File: src/sv/bmcb_pkg.sv
// Shared types and constants for the blockwise mean confidence bound unit.
// No dependencies; imported by every module of the block.
`timescale 1ns / 1ps
package bmcb_pkg;

    localparam int DEF_MAX_BLOCKS = 256;
    localparam int DEF_MAX_LENGTH = 4096;

    localparam logic [1:0] OP_LOAD   = 2'd0;
    localparam logic [1:0] OP_SAMPLE = 2'd1;
    localparam logic [1:0] OP_RUN    = 2'd2;

    localparam logic [1:0] ST_OK        = 2'd0;
    localparam logic [1:0] ST_BLOCK_OVF = 2'd1;
    localparam logic [1:0] ST_LEN_OVF   = 2'd2;

    localparam logic [16:0] UNIT = 17'd65536;

    typedef enum logic [1:0] {
        K_LOAD   = 2'd0,
        K_SAMPLE = 2'd1,
        K_RUN    = 2'd2
    } t_kind;

    typedef struct packed {
        t_kind       kind;
        logic [11:0] const_index;
        logic [19:0] const_value;
        logic [16:0] sample;
        logic        opens;
    } t_item;

endpackage

File: src/sv/bmcb_front.sv
// Front stage: registers an input beat, saturates the sample, drops unused opcodes.
// Depends on bmcb_pkg; feeds bmcb_queue.
`timescale 1ns / 1ps
module bmcb_front (
    input  logic               i_clk,
    input  logic               i_rst_n,
    input  logic               i_valid,
    output logic               o_stall,
    input  logic [1:0]         i_opcode,
    input  logic [11:0]        i_const_index,
    input  logic [19:0]        i_const_value,
    input  logic [16:0]        i_sample,
    input  logic               i_opens_block,
    output logic               o_push,
    output bmcb_pkg::t_item    o_item,
    input  logic               i_full
);
    import bmcb_pkg::*;

    logic  r_vld, n_vld;
    t_item r_item, n_item;
    logic  known;

    assign o_stall = r_vld && i_full;
    assign o_push  = r_vld && !i_full;
    assign o_item  = r_item;
    assign known   = (i_opcode == OP_LOAD) || (i_opcode == OP_SAMPLE) || (i_opcode == OP_RUN);

    always_comb begin
        n_vld  = r_vld && i_full;
        n_item = r_item;
        if (i_valid && !o_stall) begin
            n_vld              = known;
            n_item.kind        = t_kind'(i_opcode);
            n_item.const_index = i_const_index;
            n_item.const_value = i_const_value;
            n_item.sample      = (i_sample > UNIT) ? UNIT : i_sample;
            n_item.opens       = i_opens_block;
        end
    end

    always_ff @(posedge i_clk) begin
        if (!i_rst_n) begin
            r_vld <= 1'b0;
        end else begin
            r_vld <= n_vld;
        end
        r_item <= n_item;
    end

endmodule

File: config.mk
export PLATFORM = sky130hd
export DESIGN_NAME = bmcb_front
export DESIGN_NICKNAME = d
export VERILOG_FILES = /design/src/sv/bmcb_pkg.sv /design/src/sv/bmcb_front.sv
export SDC_FILE = /design/constraint.sdc
export NUM_CORES = 1
export LEC_CHECK = 0
export BUFFER_PORTS_ARGS = -buffer_cell sky130_fd_sc_hd__buf_4
export CAP_MARGIN = 10
export CORE_AREA = 8 8 79 81
export CTS_CLUSTER_DIAMETER = 200
export CTS_CLUSTER_SIZE = 20
export DETAILED_ROUTE_END_ITERATION = 16
export DIE_AREA = 0 0 87 89
export PLACE_DENSITY = 0.84
export SLEW_MARGIN = 25
export SYNTH_ARGS = -nofsm -noshare
export SYNTH_HDL_FRONTEND = slang
export SYNTH_SLANG_ARGS = --single-unit
export TNS_END_PERCENT = 1
File: constraint.sdc
create_clock -name i_clk -period 2.9 [get_ports i_clk]
set_input_delay 0.145 -clock i_clk [delete_from_list [all_inputs] [get_ports i_clk]]
set_output_delay 0.145 -clock i_clk [all_outputs]
set_load 0.005 [all_outputs]
==> flow_summary_export.csv <==
group,metric,value,unit
finish,syn_to_final_growth,56.6,%
logic_synthesis,synth_fp_nets,137,
worst_setup_path,critical_path_class,"flip-flop to flip-flop",
routing,num_vias,1178,
global_routing,grt_use_total,11.4,%
timing,setup_viol_count_final,0,
clocking,postCtsSetupBuffers,0,
worst_setup_path,required,2860,ps
logic_synthesis,synth-seq-area-share,86.9,%
worst_setup_path,cpMaxStageDelayCell,"dfxtp_1",
die,coreArea,0.00498,mm²
routing,dr.pass1.iters,4,
global_routing,first_global_vias,1313,
logic_synthesis,synth_top_cell_by_area,"edfxtp_1",
logic_synthesis,syn_inst,81,
worst_setup_path,cpPeakStageDelay,320,ps
finish,drive_gt1_share,61.7,%
timing,drv_slew,0,
min_path,whs_endpoint,"o_item[19]",
finish,layout_common_cells,"buf_4 (111), edfxtp_1 (52), nor2b_1 (16), clkbuf_8 (5)",
logic_synthesis,netlist_top_cells_area,"edfxtp_1 (86%), nor2b_1 (5.8%), nor4_4 (2.3%)",
die,boundaryPins,110,
timing,relSlewSlack,76.0,%
min_path,hp-class,"primary input to flip-flop",
clocking,cts-htree-levels,2,
routing,drc,0,
clocking,clkTransAtPathRegs,100,ps
placement,routabilityCongestion,0.692,
worst_setup_path,ff2ff_setup_slack,1620,ps
timing,fin_worst_skew,9.90,ps
timing,rsz0062_at_grt,"no",
clocking,cts_buffers,5,
logic_synthesis,synth_area,0.00182,mm²
routing,ant_nets,0,
finish,mostFrequentLayoutCell,"buf_4",
timing,period_needed,1280,ps
worst_setup_path,endpoint_kind,"flip-flop",
finish,final_util,57.3,%
worst_setup_path,cp.arrival,1250,ps
run,drv_cap,0,
clocking,clkLatencyLatePin,290,ps
power_and_ir_drop,ir_drop,0.000317,V
power_and_ir_drop,p_leak,1.17,nW
timing,fin_tns_setup,0,ps
logic_synthesis,postSynthAreaPerCell,22.5,µm²
clocking,post_cts_resized,0,
timing,tightest_slew,357,ps
worst_setup_path,path_max_fanout,27,
timing,hold_viol_final,0,
die,start_util,36.6,%
logic_synthesis,yosys_warnings,0,
logic_synthesis,yosys.area.top_type_share,85.8,%
power_and_ir_drop,power_density,523,mW/mm²
routing,wire_per_inst,16.9,µm
min_path,whs_path_depth,1,
min_path,hp-start,"i_const_value[1]",
worst_setup_path,startpoint_type,"flip-flop",
finish,antenna_cells,0,
worst_setup_path,rr_endpoint,"o_item[18]",
die,die-area,0.00774,mm²
timing,fmax,779,MHz
timing,holdWs,15.1,ps
placement,hpwl,3660,µm
die,die_w,87,µm
global_routing,grt_max_degree,28,
global_routing,grt_overflow_total,0,
status,status,"complete, no violations",
worst_setup_path,worstPathCellList,"and2_1 -> nor2b_4 -> buf_4",
logic_synthesis,synth-seq-cells,53,
power_and_ir_drop,p_total,1.49,mW
clocking,cts_root_buffer,"clkbuf_8",
clocking,cts_tree,"built",
finish,fin_area,0.00285,mm²
die,dieHeight,89,µm
clocking,ctsHoldBuffers,0,
routing,routed_wl,4590,µm
worst_setup_path,r2r_start,"r_vld",
clocking,clock_tree.buffer_depth,2,
finish,nets,256,
routing,drt_iter0_markers,39,
die,core.rowCount,26,
global_routing,antenna_found_initial,0,
placement,dpl_cell_area,0.00275,mm²
routing,via_per_inst,4.35,
worst_setup_path,rr_worst_depth,3,
placement,port_buffers,109,
logic_synthesis,yosysUniqueCellTypes,12,
global_routing,grt_pass1_wl,6580,µm
timing,post-route-period-util,44.3,%
clocking,cts_sinks,53,
cell type report:
| type | count | area (µm²) |
|---|---|---|
| tap | 70 | 87.6 |
| inverter | 1 | 3.75 |
| clock inverter | 3 | 16.3 |
| timing repair buffer | 113 | 853 |
| sequential | 53 | 1580 |
| multi-input combinational | 26 | 239 |
| clock buffer | 5 | 68.8 |
| fill | 421 | 2130 |
cells by family after synthesis:
kind of cell	count (synthesis)	synth area share, %
compound gates	3	2.34
buf+inv	2	0.412
flops	53	86.9
simple gates	23	10.4
metal layers:
metal / global-route usage (%) / up-vias / share of wire (%)
li1: - / 545 / -
met1: 9.68 / 562 / 33
met2: 20.6 / 69 / 52
met3: 8.18 / 2 / 14
met4: 3.76 / 0 / 0.50
met5: 0 / - / 0
per-stage QoR:
| step | setup WS, ps | std cells |
|---|---|---|
| 3_3_place_gp | 1660 | 261 |
| 6_report | 1620 | 271 |
| 2_1_floorplan | 650 | 81 |
| 3_5_place_dp | 1630 | 261 |
| 5_1_grt | 1540 | 271 |
| 4_1_cts | 1600 | 269 |
state kept, by name (all words and copies together), names as in the netlist:
name / flops
o_item: 52
r_vld: 1
power by group:
group	leakage, nW	total, mW	internal (mW)	switching [mW]
Sequential	0.518	0.910	0.896	0.0136
Clock	0.0436	0.396	0.168	0.229
Combinational	0.613	0.185	0.113	0.0716
cells in the mapped netlist:
cell / n
edfxtp_1: 52
nor4_2: 2
a21boi_0: 1
and2_1: 1
nor2b_2: 1
nor2b_1: 17
a41oi_4: 1
inv_1: 1
dfxtp_1: 1
clkbuf_1: 1
nor4_4: 2
o21a_1: 1
worst max-delay path, delay by kind of cell, from the launching register on:
kind,cells,cell delay [ps]
AND/OR/NAND/NOR,2,300
flip-flops,1,320
buffers and inverters,1,320
how the worst max path moves through the flow:
| stage | from | to | cells after the start |
|---|---|---|---|
| 6_report | r_vld | o_item[18] | 3 |
| 5_1_grt | r_vld | o_item[18] | 3 |
| 4_1_cts | r_vld | o_item[22] | 3 |
| 3_5_place_dp | r_vld | o_item[0] | 3 |
| 3_3_place_gp | r_vld | o_item[0] | 3 |
| 2_1_floorplan | r_vld | o_item[0] | 2 |
Note: power is estimated with default switching activity, not from simulation.
