`src/sv/bmcb_pkg.sv`:
```
// Shared types and constants for the blockwise mean confidence bound unit.
// No dependencies; imported by every module of the block.
`timescale 1ns / 1ps
package bmcb_pkg;

    localparam int DEF_MAX_BLOCKS = 256;
    localparam int DEF_MAX_LENGTH = 4096;

    localparam logic [1:0] OP_LOAD   = 2'd0;
    localparam logic [1:0] OP_SAMPLE = 2'd1;
    localparam logic [1:0] OP_RUN    = 2'd2;

    localparam logic [1:0] ST_OK        = 2'd0;
    localparam logic [1:0] ST_BLOCK_OVF = 2'd1;
    localparam logic [1:0] ST_LEN_OVF   = 2'd2;

    localparam logic [16:0] UNIT = 17'd65536;

    typedef enum logic [1:0] {
        K_LOAD   = 2'd0,
        K_SAMPLE = 2'd1,
        K_RUN    = 2'd2
    } t_kind;

    typedef struct packed {
        t_kind       kind;
        logic [11:0] const_index;
        logic [19:0] const_value;
        logic [16:0] sample;
        logic        opens;
    } t_item;

endpackage

```
`src/sv/bmcb_queue.sv`:
```
// Two-entry queue between the front and back stages.
// Depends on bmcb_pkg for the item type.
`timescale 1ns / 1ps
module bmcb_queue (
    input  logic            i_clk,
    input  logic            i_rst_n,
    input  logic            i_push,
    input  bmcb_pkg::t_item i_item,
    output logic            o_full,
    input  logic            i_pop,
    output logic            o_empty,
    output bmcb_pkg::t_item o_item
);
    import bmcb_pkg::*;

    t_item      r_mem [2];
    logic       r_wp, r_rp;
    logic [1:0] r_cnt;

    assign o_full  = (r_cnt == 2'd2);
    assign o_empty = (r_cnt == 2'd0);
    assign o_item  = r_mem[r_rp];

    always_ff @(posedge i_clk) begin
        if (!i_rst_n) begin
            r_wp  <= 1'b0;
            r_rp  <= 1'b0;
            r_cnt <= 2'd0;
        end else begin
            if (i_push) r_wp <= ~r_wp;
            if (i_pop)  r_rp <= ~r_rp;
            r_cnt <= r_cnt + {1'b0, i_push} - {1'b0, i_pop};
        end
        if (i_push) r_mem[r_wp] <= i_item;
    end

endmodule

```
`config.mk`:
```
export PLATFORM = sky130hd
export DESIGN_NAME = bmcb_queue
export DESIGN_NICKNAME = d
export VERILOG_FILES = /design/src/sv/bmcb_pkg.sv /design/src/sv/bmcb_queue.sv
export SDC_FILE = /design/constraint.sdc
export NUM_CORES = 1
export LEC_CHECK = 0
export BUFFER_PORTS_ARGS = -buffer_cell sky130_fd_sc_hd__buf_2
export CAP_MARGIN = 20
export CORE_MARGIN = 2
export CORE_UTILIZATION = 25
export CTS_CLUSTER_DIAMETER = 120
export DETAILED_ROUTE_END_ITERATION = 8
export GPL_TIMING_DRIVEN = 0
export PLACE_DENSITY = 0.42
export SLEW_MARGIN = 0
export SYNTH_ARGS = -nofsm -noshare
export SYNTH_HDL_FRONTEND = slang
export SYNTH_SLANG_ARGS = --single-unit
export TNS_END_PERCENT = 1
```
`constraint.sdc`:
```
create_clock -name i_clk -period 4.3 [get_ports i_clk]
set_input_delay 0 -clock i_clk [delete_from_list [all_inputs] [get_ports i_clk]]
set_output_delay 0 -clock i_clk [all_outputs]
set_load 0.05 [all_outputs]
```
==> impl_results.md, run 1 <==
- Diode count: 0
- Final setup viols: 0
- Final slew viol count: 0
- First-pass GRT wire length: 12,200 µm
- #FFs+latches synth: 109
- Share of total power in combinational logic: 0.196
- Max-cap viol count: 0
- All-Layer GR Usage: 0.0904
- Fill cells: 1,650
- Vias per inst: 3.83
- Hold Path Origin: i_push
- Mean Syn Cell Area: 23.1 µm²
- Total CTS buffers: 9
- Initial Utilization: 0.255
- Routed length per instance: 13.4 µm
- Via count: 2,233
- Layout cells sized above 1: 0.507
- Dpl ws: 2590 ps
- Mapped cell area: 4230 µm²
- Tcrit/Tclk final: 0.385
- Final hold vios: 0
- I/O Pins: 110
- Startpoint Class: flop
- Slew HR: 0.416
- Gate Count Post-Synth: 183
- Synth warnings: 0
- Number of setup buffers added after CTS: 0
- Switching Share: 0.266
- Worst-Skew Late Latency: 350 ps
- Worst setup margin: 2640 ps
- WHS: 21.4 ps
- Outcome: finished, final reports clean
- Core ar.: 16,600 µm²
- Critical path origin: r_wp
- RR Startpoint: r_wp
- Hpwl dp: 4750 µm
- Die W: 134 µm
- DR pass1 iterations: 4
- Vias in the first global route: 2,382
- Total wire length: 7790 µm
- Post-route ant nets: 0
- Pwr/cell area: 445 nW/µm²
- Post-CTS resize count: 0
- Reg power frac: 0.470
- Die area: 18,000 µm²
- Clock slew at reported path FFs: 70 ps
- P_sw: 704 µW
- Worst Setup Path Type: reg2reg
- Critical Path RT: 4340 ps
- H-tree Lvls: 3
- Pin count of the biggest net entering global routing: 53
- Hold Path Class: in2reg
- Die height: 134 µm
- Pin slew with the least headroom to its limit: 874 ps
- M2 GR Usage: 0.139
- CTS tree: yes
- Met1 Use GR: 0.114
- Overflow after GRT: 0
- Setup_tns: 0 ps
- Fmax: 604 MHz
- Routability congestion estimate: 0.645
- Initial DRC Count: 79
- Min Clock Period, post-route: 1660 ps
- Int Power: 1940 µW
- Met3 Usage GRT: 0.0272
- Yosys cell types: 14
- Initial antenna violation count: 0
- Clock Power Share: 0.334
- GR peak layer: met2
- Mapped Nets: 241
- IO buf count: 109
- NumNets Final: 416
- FP Rows: 47
- RSZ-0062 raised after global routing: no
- DR DRC count: 0
- Clk_skew: 5.71 ps
- Synth-to-Final Area Change: 40.3%
- Post-synthesis sequential area ratio: 0.761
- Crit path arrival time: 1700 ps
- CTS root buf: clkbuf_16
- Clk sink count: 109
- Worst Path Max Fanout: 28
- Peak VDD IR: 159 µV
- LEAKAGE: 0.00234 µW
- Crit. End Element: flop
- CTS max path bufs: 2
==> cells in the mapped netlist <==
master / instances / area [µm²]
edfxtp_1: 104 / 3120
mux2_4: 50 / 751
buf_12: 5 / 100
dfxtp_1: 5 / 100
and2_1: 4 / 25.0
nor2b_1: 4 / 25.0
ha_1: 2 / 25.0
inv_1: 2 / 7.51
mux2_2: 2 / 22.5
buf_6: 1 / 11.3
nor2_1: 1 / 3.75
o21a_1: 1 / 7.51
xnor3_1: 1 / 22.5
xor2_1: 1 / 8.76
==> flip-flops by register name, indices dropped and copies added (netlist names), named ones only <==
| name | count |
|---|---|
| r_cnt | 2 |
| r_mem | 104 |
| r_rp | 1 |
| r_wp | 1 |
==> worst paths after layout <==
kind / end / slack, ps / cells after the start
setup / recovery: r_mem[0][24] / 2640 / 2
hold / removal: r_wp / 20 / 3
setup reg to reg: r_mem[0][24] / 2640 / 2
hold reg to reg: flop / 590 / 2
==> power groups by stage <==
stage | clock [µW] | sequential [µW] | combinational (µW)
final | 881 | 1240 | 518
after global routing | 949 | 1250 | 548
after CTS | 916 | 1240 | 528
after detailed placement | 0 | 1270 | 488
after global placement | 0 | 1270 | 482
after floorplan | 0 | 1260 | 379
==> logic make-up (layout without fill, tap and decap cells) <==
group                    after synthesis  after routing  synth area share
flip-flops                           109            109             0.761
adder cells (fa/ha/maj)                2              2           0.00591
multiplexers                          52             52             0.183
AO/OA/AOI/OAI                          1              1           0.00177
AND/OR/NAND/NOR                        9              9            0.0127
XOR/XNOR                               2              2           0.00739
buffers and inverters                  8            188            0.0281
==> timing repair <==
| item | CTS | global route |
|---|---|---|
| endpoints found under the hold margin | 109 | 0 |
| hold buffers | 54 | 0 |
| endpoints found under the setup margin | 0 | 0 |
==> per-layer routing <==
layer  routed length (µm)  share of wire
met4                  179          0.023
met3                  436          0.056
met5                    0              0
met2                 3730           0.48
met1                 3450           0.44
==> critical path, stage by stage, from the launching register on <==
cell and delay [ps]:
dfxtp_1 350, nor2b_4 690, buf_12 300
==> layout make-up <==
type	instances	area, µm²	share of cell area
flip-flops and latches	109	3220	0.543
repair buffers	164	1110	0.186
multi-input cells	66	901	0.152
well taps	220	275	0.0464
clock buffers	9	225	0.0379
plain buffers	6	111	0.0188
clock inverters	7	88.8	0.0150
inverters	2	7.51	0.00126
==> per-stage QoR <==
stage / power [µW] / instance area [µm²] / instances / util
2_1_floorplan: 1640 / 4230 / 183 / -
3_3_place_gp: 1750 / 5050 / 512 / 0.305
3_5_place_dp: 1750 / 5080 / 513 / 0.307
4_1_cts: 2690 / 5940 / 583 / 0.358
5_1_grt: 2740 / 5940 / 583 / 0.358
6_report: 2640 / 5940 / 583 / 0.358
==> cells in the final DEF, fill, tap and decap left out, types with 2 or more instances in the layout <==
cell type and n:
mux2_4 50, clkinv_1 2, inv_1 2, mux2_2 2, edfxtp_1 104, dfxtp_1 5
clkbuf_16 9, and2_1 3, buf_2 109, bufinv_16 2, dlygate4sd3_1 54, nor2b_1 3
ha_1 2, buf_12 6
(Power assumes the default switching activity.)
==> inputs of run 2 (changes only) <==
- ABC_AREA: unset -> 1
- clock period: 4.3 -> 1.6 ns (I/O delays scaled with it)
==> impl_results.md, run 2 <==
- Outcome: finished, final reports clean
- Adder and majority gate portion of the synthesized area: 0.00591
- DR pass1 iterations: 6
- #FFs+latches synth: 109
- Highest cell delay on the worst timing path: 340 ps
- Most frequent cells in the layout: buf_2, edfxtp_1, dlygate4sd3_1
- Top Registers: r_mem: 104 flops, r_cnt: 2 flops
- H-tree Lvls: 3
- Die height: 134 µm
- Clk sink count: 109
- Number of flip-flops under the largest register name: 104
- First-pass GRT wire length: 11,900 µm
- I/O Pins: 110
- Crit. End Element: output port
- Reg power frac: 0.484
- Synth warnings: 0
- Most flops, register: r_mem
- Tcrit/Tclk final: 0.962
- Initial DRC Count: 89
- CTS root buf: clkbuf_16
- Clock slew at reported path FFs: 70 ps
- Mapped cell area: 4230 µm²
- Most used DFF post-synth: edfxtp_1
- Hold depth: 2
- Pwr/cell area: 1150 nW/µm²
- Overflow after GRT: 0
- Post-synthesis sequential area ratio: 0.761
- Peak VDD IR: 433 µV
- Number of setup buffers added after CTS: 0
- Diode count: 0
- R2r endpoint: r_mem[1][18]
- Yosys top cell area share: 0.738
- Switching Share: 0.255
- Synth area leader: edfxtp_1
- Critical Path RT: 1600 ps
- Worst Setup Path Type: reg2out
- Total CTS buffers: 9
- Reg2Reg Setup Slack: 180 ps
- Hold Path Origin: i_item[14]
- FP Rows: 47
- Int Power: 5130 µW
- Vias in the first global route: 2,284
- CTS tree: yes
- Synth-to-Final Area Change: 41.5%
- Post-Synth XOR/XNOR Area: 0
- Mux cell area share after synthesis: 0.183
- Yosys cell types: 12
- Post-route ant nets: 0
- Crit path arrival time: 1540 ps
- Share of total power in combinational logic: 0.180
- Largest family of logic cells by synthesized area: multiplexers
- Slew HR: 0.647
- Startpoint Class: flop
- Slowest cell on the critical path: dfxtp_1
- Fill cells: 1,600
- Fmax: 650 MHz
- Reg2Reg Depth: 3
- Min Clock Period, post-route: 1540 ps
- Mean Syn Cell Area: 21.7 µm²
- Pin slew with the least headroom to its limit: 528 ps
- Pin count of the biggest net entering global routing: 33
- RR Startpoint: r_wp
- Gate Count Post-Synth: 195
- DR DRC count: 0
- Top post-synthesis cells by area: edfxtp_1, mux2_4, buf_12, dfxtp_1, nor2_1
- Max-cap viol count: 0
- Clk_skew: 7.03 ps
- Commonest cells post-synth: edfxtp_1, mux2_4, nor2_1
- Routed length per instance: 13.0 µm
- Initial antenna violation count: 0
- Final slew viol count: 0
- WHS: 375 ps
- IO buf count: 109
- Routability congestion estimate: 0.635
- Number of synthesized flops with an enable pin: 104
- Hpwl dp: 4910 µm
- Final setup viols: 0
- P_sw: 1760 µW
- Most common cell after layout, fill and taps aside: buf_2
- Worst setup margin: 60.4 ps
- NumNets Final: 431
- Overall power: 6880 µW
- Clock Power Share: 0.335
- Ordered list of cells on the worst path: buf_8, buf_12, mux2_4, buf_2
- Synth Area in Compound Gates: 0.00118
- CTS max path bufs: 2
- Via count: 2,253
- Register area: 3220 µm²
- Dpl ws: 39.3 ps
- Worst Hold Endpoint: r_mem[1][14]
- LEAKAGE: 0.00238 µW
- Simple-gate portion of the synthesized area: 0.0163
- Count leader, synth: edfxtp_1
- Layout cells sized above 1: 0.488
- Vias per inst: 3.77
- Mapped Nets: 253
- Worst Path Max Fanout: 10
- All-Layer GR Usage: 0.0902
- Hold Path Class: in2reg
- Area of the multi-input gates: 880 µm²
- Final hold vios: 0
- Total wire length: 7730 µm
- Worst-Skew Late Latency: 340 ps
- Core ar.: 16,600 µm²
- Post-synth ARST share: 0
- Die area: 18,000 µm²
- Die W: 134 µm
- Initial Utilization: 0.255
run 2: repair_timing:
action	in CTS	in global routing
resized for setup	0	2
hold buffers	55	0
hold endpoints to repair	109	0
endpoints found under the setup margin	0	39
run 2: power groups by stage:
stage	sequential (µW)	clock [µW]	combinational (µW)
finish	3330	2310	1240
global route	3350	2500	1320
CTS	3330	2400	1260
detailed placement	3400	0	1150
global placement	3400	0	1120
floorplan	3390	0	866
run 2: through the flow:
step / instances / area (µm²) / TNS [ps] / util
global placement: 524 / 5060 / -85920 / 0.305
finish: 597 / 5990 / 0 / 0.361
detailed placement: 527 / 5130 / 0 / 0.309
global route: 597 / 5990 / -7.59 / 0.361
CTS: 597 / 5980 / 0 / 0.361
floorplan: 195 / 4240 / -14720 / -
run 2: critical path: cells and delay by family, from the launching register on:
kind | cells | cell delay, ps
buf+inv | 3 | 530
flops | 1 | 340
mux | 1 | 310
run 2: how the worst max path moves through the flow:
| stage | slack [ps] | endpoint | from | cells past startpoint |
|---|---|---|---|---|
| 2_1_floorplan | -280 | r_mem[1][0] | r_wp | 2 |
| 3_3_place_gp | -1110 | r_mem[1][29] | r_wp | 2 |
| 6_report | 60 | o_item[18] | flop | 4 |
| 5_1_grt | -3 | o_item[31] | flop | 4 |
| 3_5_place_dp | 40 | r_mem[1][29] | r_wp | 3 |
| 4_1_cts | 20 | o_item[18] | flop | 4 |
run 2: final cells by class:
| cell class | instances | area share |
|---|---|---|
| flip-flops and latches | 109 | 0.538 |
| repair buffers | 167 | 0.194 |
| well taps | 220 | 0.0460 |
| clock buffers | 9 | 0.0376 |
| plain buffers | 6 | 0.0192 |
| inverters | 7 | 0.00460 |
| clock inverters | 6 | 0.0132 |
| multi-input cells | 73 | 0.147 |
run 2: per-layer routing:
| metal | routed length [µm] | global-route usage | vias up |
|---|---|---|---|
| met4 | 184 | 0.0526 | 0 |
| met2 | 3530 | 0.138 | 68 |
| li1 | - | - | 1099 |
| met3 | 424 | 0.0272 | 11 |
| met5 | 0 | 0 | - |
| met1 | 3590 | 0.113 | 1075 |
run 2: logic make-up after synthesis:
| kind of cell | after synthesis |
|---|---|
| compound gates | 1 |
| fa+ha+maj | 2 |
| buf+inv | 13 |
| flops | 109 |
| mux | 52 |
| simple gates | 18 |
==> inputs of run 3 (changes only) <==
- CORE_ASPECT_RATIO: unset -> 1.2
==> impl_results.md, run 3 (synthesized netlist as in run 2, its figures left out) <==
- Outcome: finished, final reports clean
- Most frequent cells in the layout: buf_2, edfxtp_1, dlygate4sd3_1
- Vias per inst: 3.83
- Total wire length: 7990 µm
- Post-route ant nets: 0
- Overflow after GRT: 0
- Number of flip-flops under the largest register name: 104
- Register area: 3220 µm²
- Max-cap viol count: 0
- DR DRC count: 0
- Critical Path RT: 1600 ps
- Vias in the first global route: 2,552
- CTS tree: yes
- LEAKAGE: 0.00237 µW
- First-pass GRT wire length: 12,800 µm
- Hold Path Class: in2reg
- Core Util, Final: 0.357
- Worst Path Max Fanout: 10
- Clk_skew: 2.31 ps
- Non-filler cells, final: 594
- Peak VDD IR: 433 µV
- Dpl ws: 33.7 ps
- Fill cells: 1,614
- Initial DRC Count: 85
- Worst Path Buf+Inv: 3
- Tcrit/Tclk final: 0.961
- Routed length per instance: 13.5 µm
- FP Rows: 52
- Die area: 18,000 µm²
- Final hold vios: 0
- Crit. End Element: output port
- Worst-Skew Late Latency: 340 ps
- Slew HR: 0.606
- CP top delay family: buffers and inverters
- Slowest cell on the critical path: dfxtp_1
- Hpwl dp: 5150 µm
- Synth-to-Final Area Change: 40.9%
- H-tree Lvls: 3
- Routability congestion estimate: 0.663
- Area of the multi-input gates: 880 µm²
- Pin count of the biggest net entering global routing: 35
- Final setup viols: 0
- Die height: 147 µm
- Total CTS buffers: 9
- Initial Utilization: 0.253
- Layout cells sized above 1: 0.489
- Worst setup margin: 62.5 ps
- Pwr/cell area: 1130 nW/µm²
- All-Layer GR Usage: 0.0961
- Most flops, register: r_mem
- Top Registers: r_mem: 104 flops, r_cnt: 2 flops
- CTS root buf: clkbuf_16
- Core ar.: 16,700 µm²
- Ordered list of cells on the worst path: buf_8, buf_12, mux2_4, buf_2
- I/O Pins: 110
- Placed cells: 523
- IO buf count: 109
- RSZ-0062 raised after global routing: no
- Number of setup buffers added after CTS: 0
- Pin slew with the least headroom to its limit: 589 ps
- Final slew viol count: 0
- Worst Setup Path Type: reg2out
- Via count: 2,274
- Clk sink count: 109
- Diode count: 0
- Highest cell delay on the worst timing path: 340 ps
- Startpoint Class: flop
- Initial antenna violation count: 0
- Most common cell after layout, fill and taps aside: buf_2
- DR pass1 iterations: 4
- Min Clock Period, post-route: 1540 ps
- Crit path arrival time: 1540 ps
- NumNets Final: 431
- Clock slew at reported path FFs: 70 ps
- CTS max path bufs: 2
- Die W: 123 µm
- Fmax: 650 MHz
==> run 3: changes by cell type in the layout (fill, tap and decap cells not counted) <==
cell       before  now
bufinv_16       2    1
clkbuf_1        0    2
clkinv_1        3    1
clkinv_2        1    3
==> run 3: layout make-up <==
type | count | area share
Inverter | 7 | 0.00462
Clock buffer | 11 | 0.0390
Sequential cell | 109 | 0.540
Clock inverter | 5 | 0.00860
Multi-Input combinational cell | 73 | 0.148
Tap cell | 216 | 0.0453
Buffer | 6 | 0.0193
Timing Repair Buffer | 167 | 0.195
==> run 3: routing by layer <==
layer | up-vias | global-route usage | routed length [µm]
met1 | 1098 | 0.113 | 3400
li1 | 1098 | - | -
met5 | - | 0 | 0
met4 | 0 | 0.0586 | 223
met2 | 66 | 0.157 | 3980
met3 | 12 | 0.0219 | 381
==> run 3: worst paths after layout <==
| check | startpoint | endpoint | slack [ps] | depth (start not counted) |
|---|---|---|---|---|
| max reg2reg | r_wp | r_mem[1][49] | 180 | 3 |
| min | i_item[11] | r_mem[1][11] | 370 | 2 |
| min reg2reg | r_rp | r_rp | 500 | 2 |
| max | flop | o_item[4] | 60 | 4 |
==> run 3: power breakdown <==
| part | internal (µW) | switching, µW | total, µW |
|---|---|---|---|
| registers | 3300 | 40.2 | 3340 |
| clock network | 1200 | 942 | 2150 |
| logic | 484 | 758 | 1240 |
| total | 4980 | 1740 | 6730 |
==> run 3: metrics by stage <==
stage / power (µW) / hold WS (ps) / TNS [ps] / instance area (µm²)
2_1_floorplan: 4260 / 93.5 / -14720 / 4240
3_3_place_gp: 4520 / 188 / -89210 / 5060
3_5_place_dp: 4560 / 191 / 0 / 5120
4_1_cts: 6860 / 346 / 0 / 5960
5_1_grt: 7030 / 372 / 0 / 5960
6_report: 6730 / 374 / 0 / 5960
==> run 3: repair_timing <==
item / CTS / global route
hold buffers: 55 / 0
setup endpoints to repair: 0 / 38
gates resized for setup: 0 / 2
hold endpoints to repair: 109 / 0
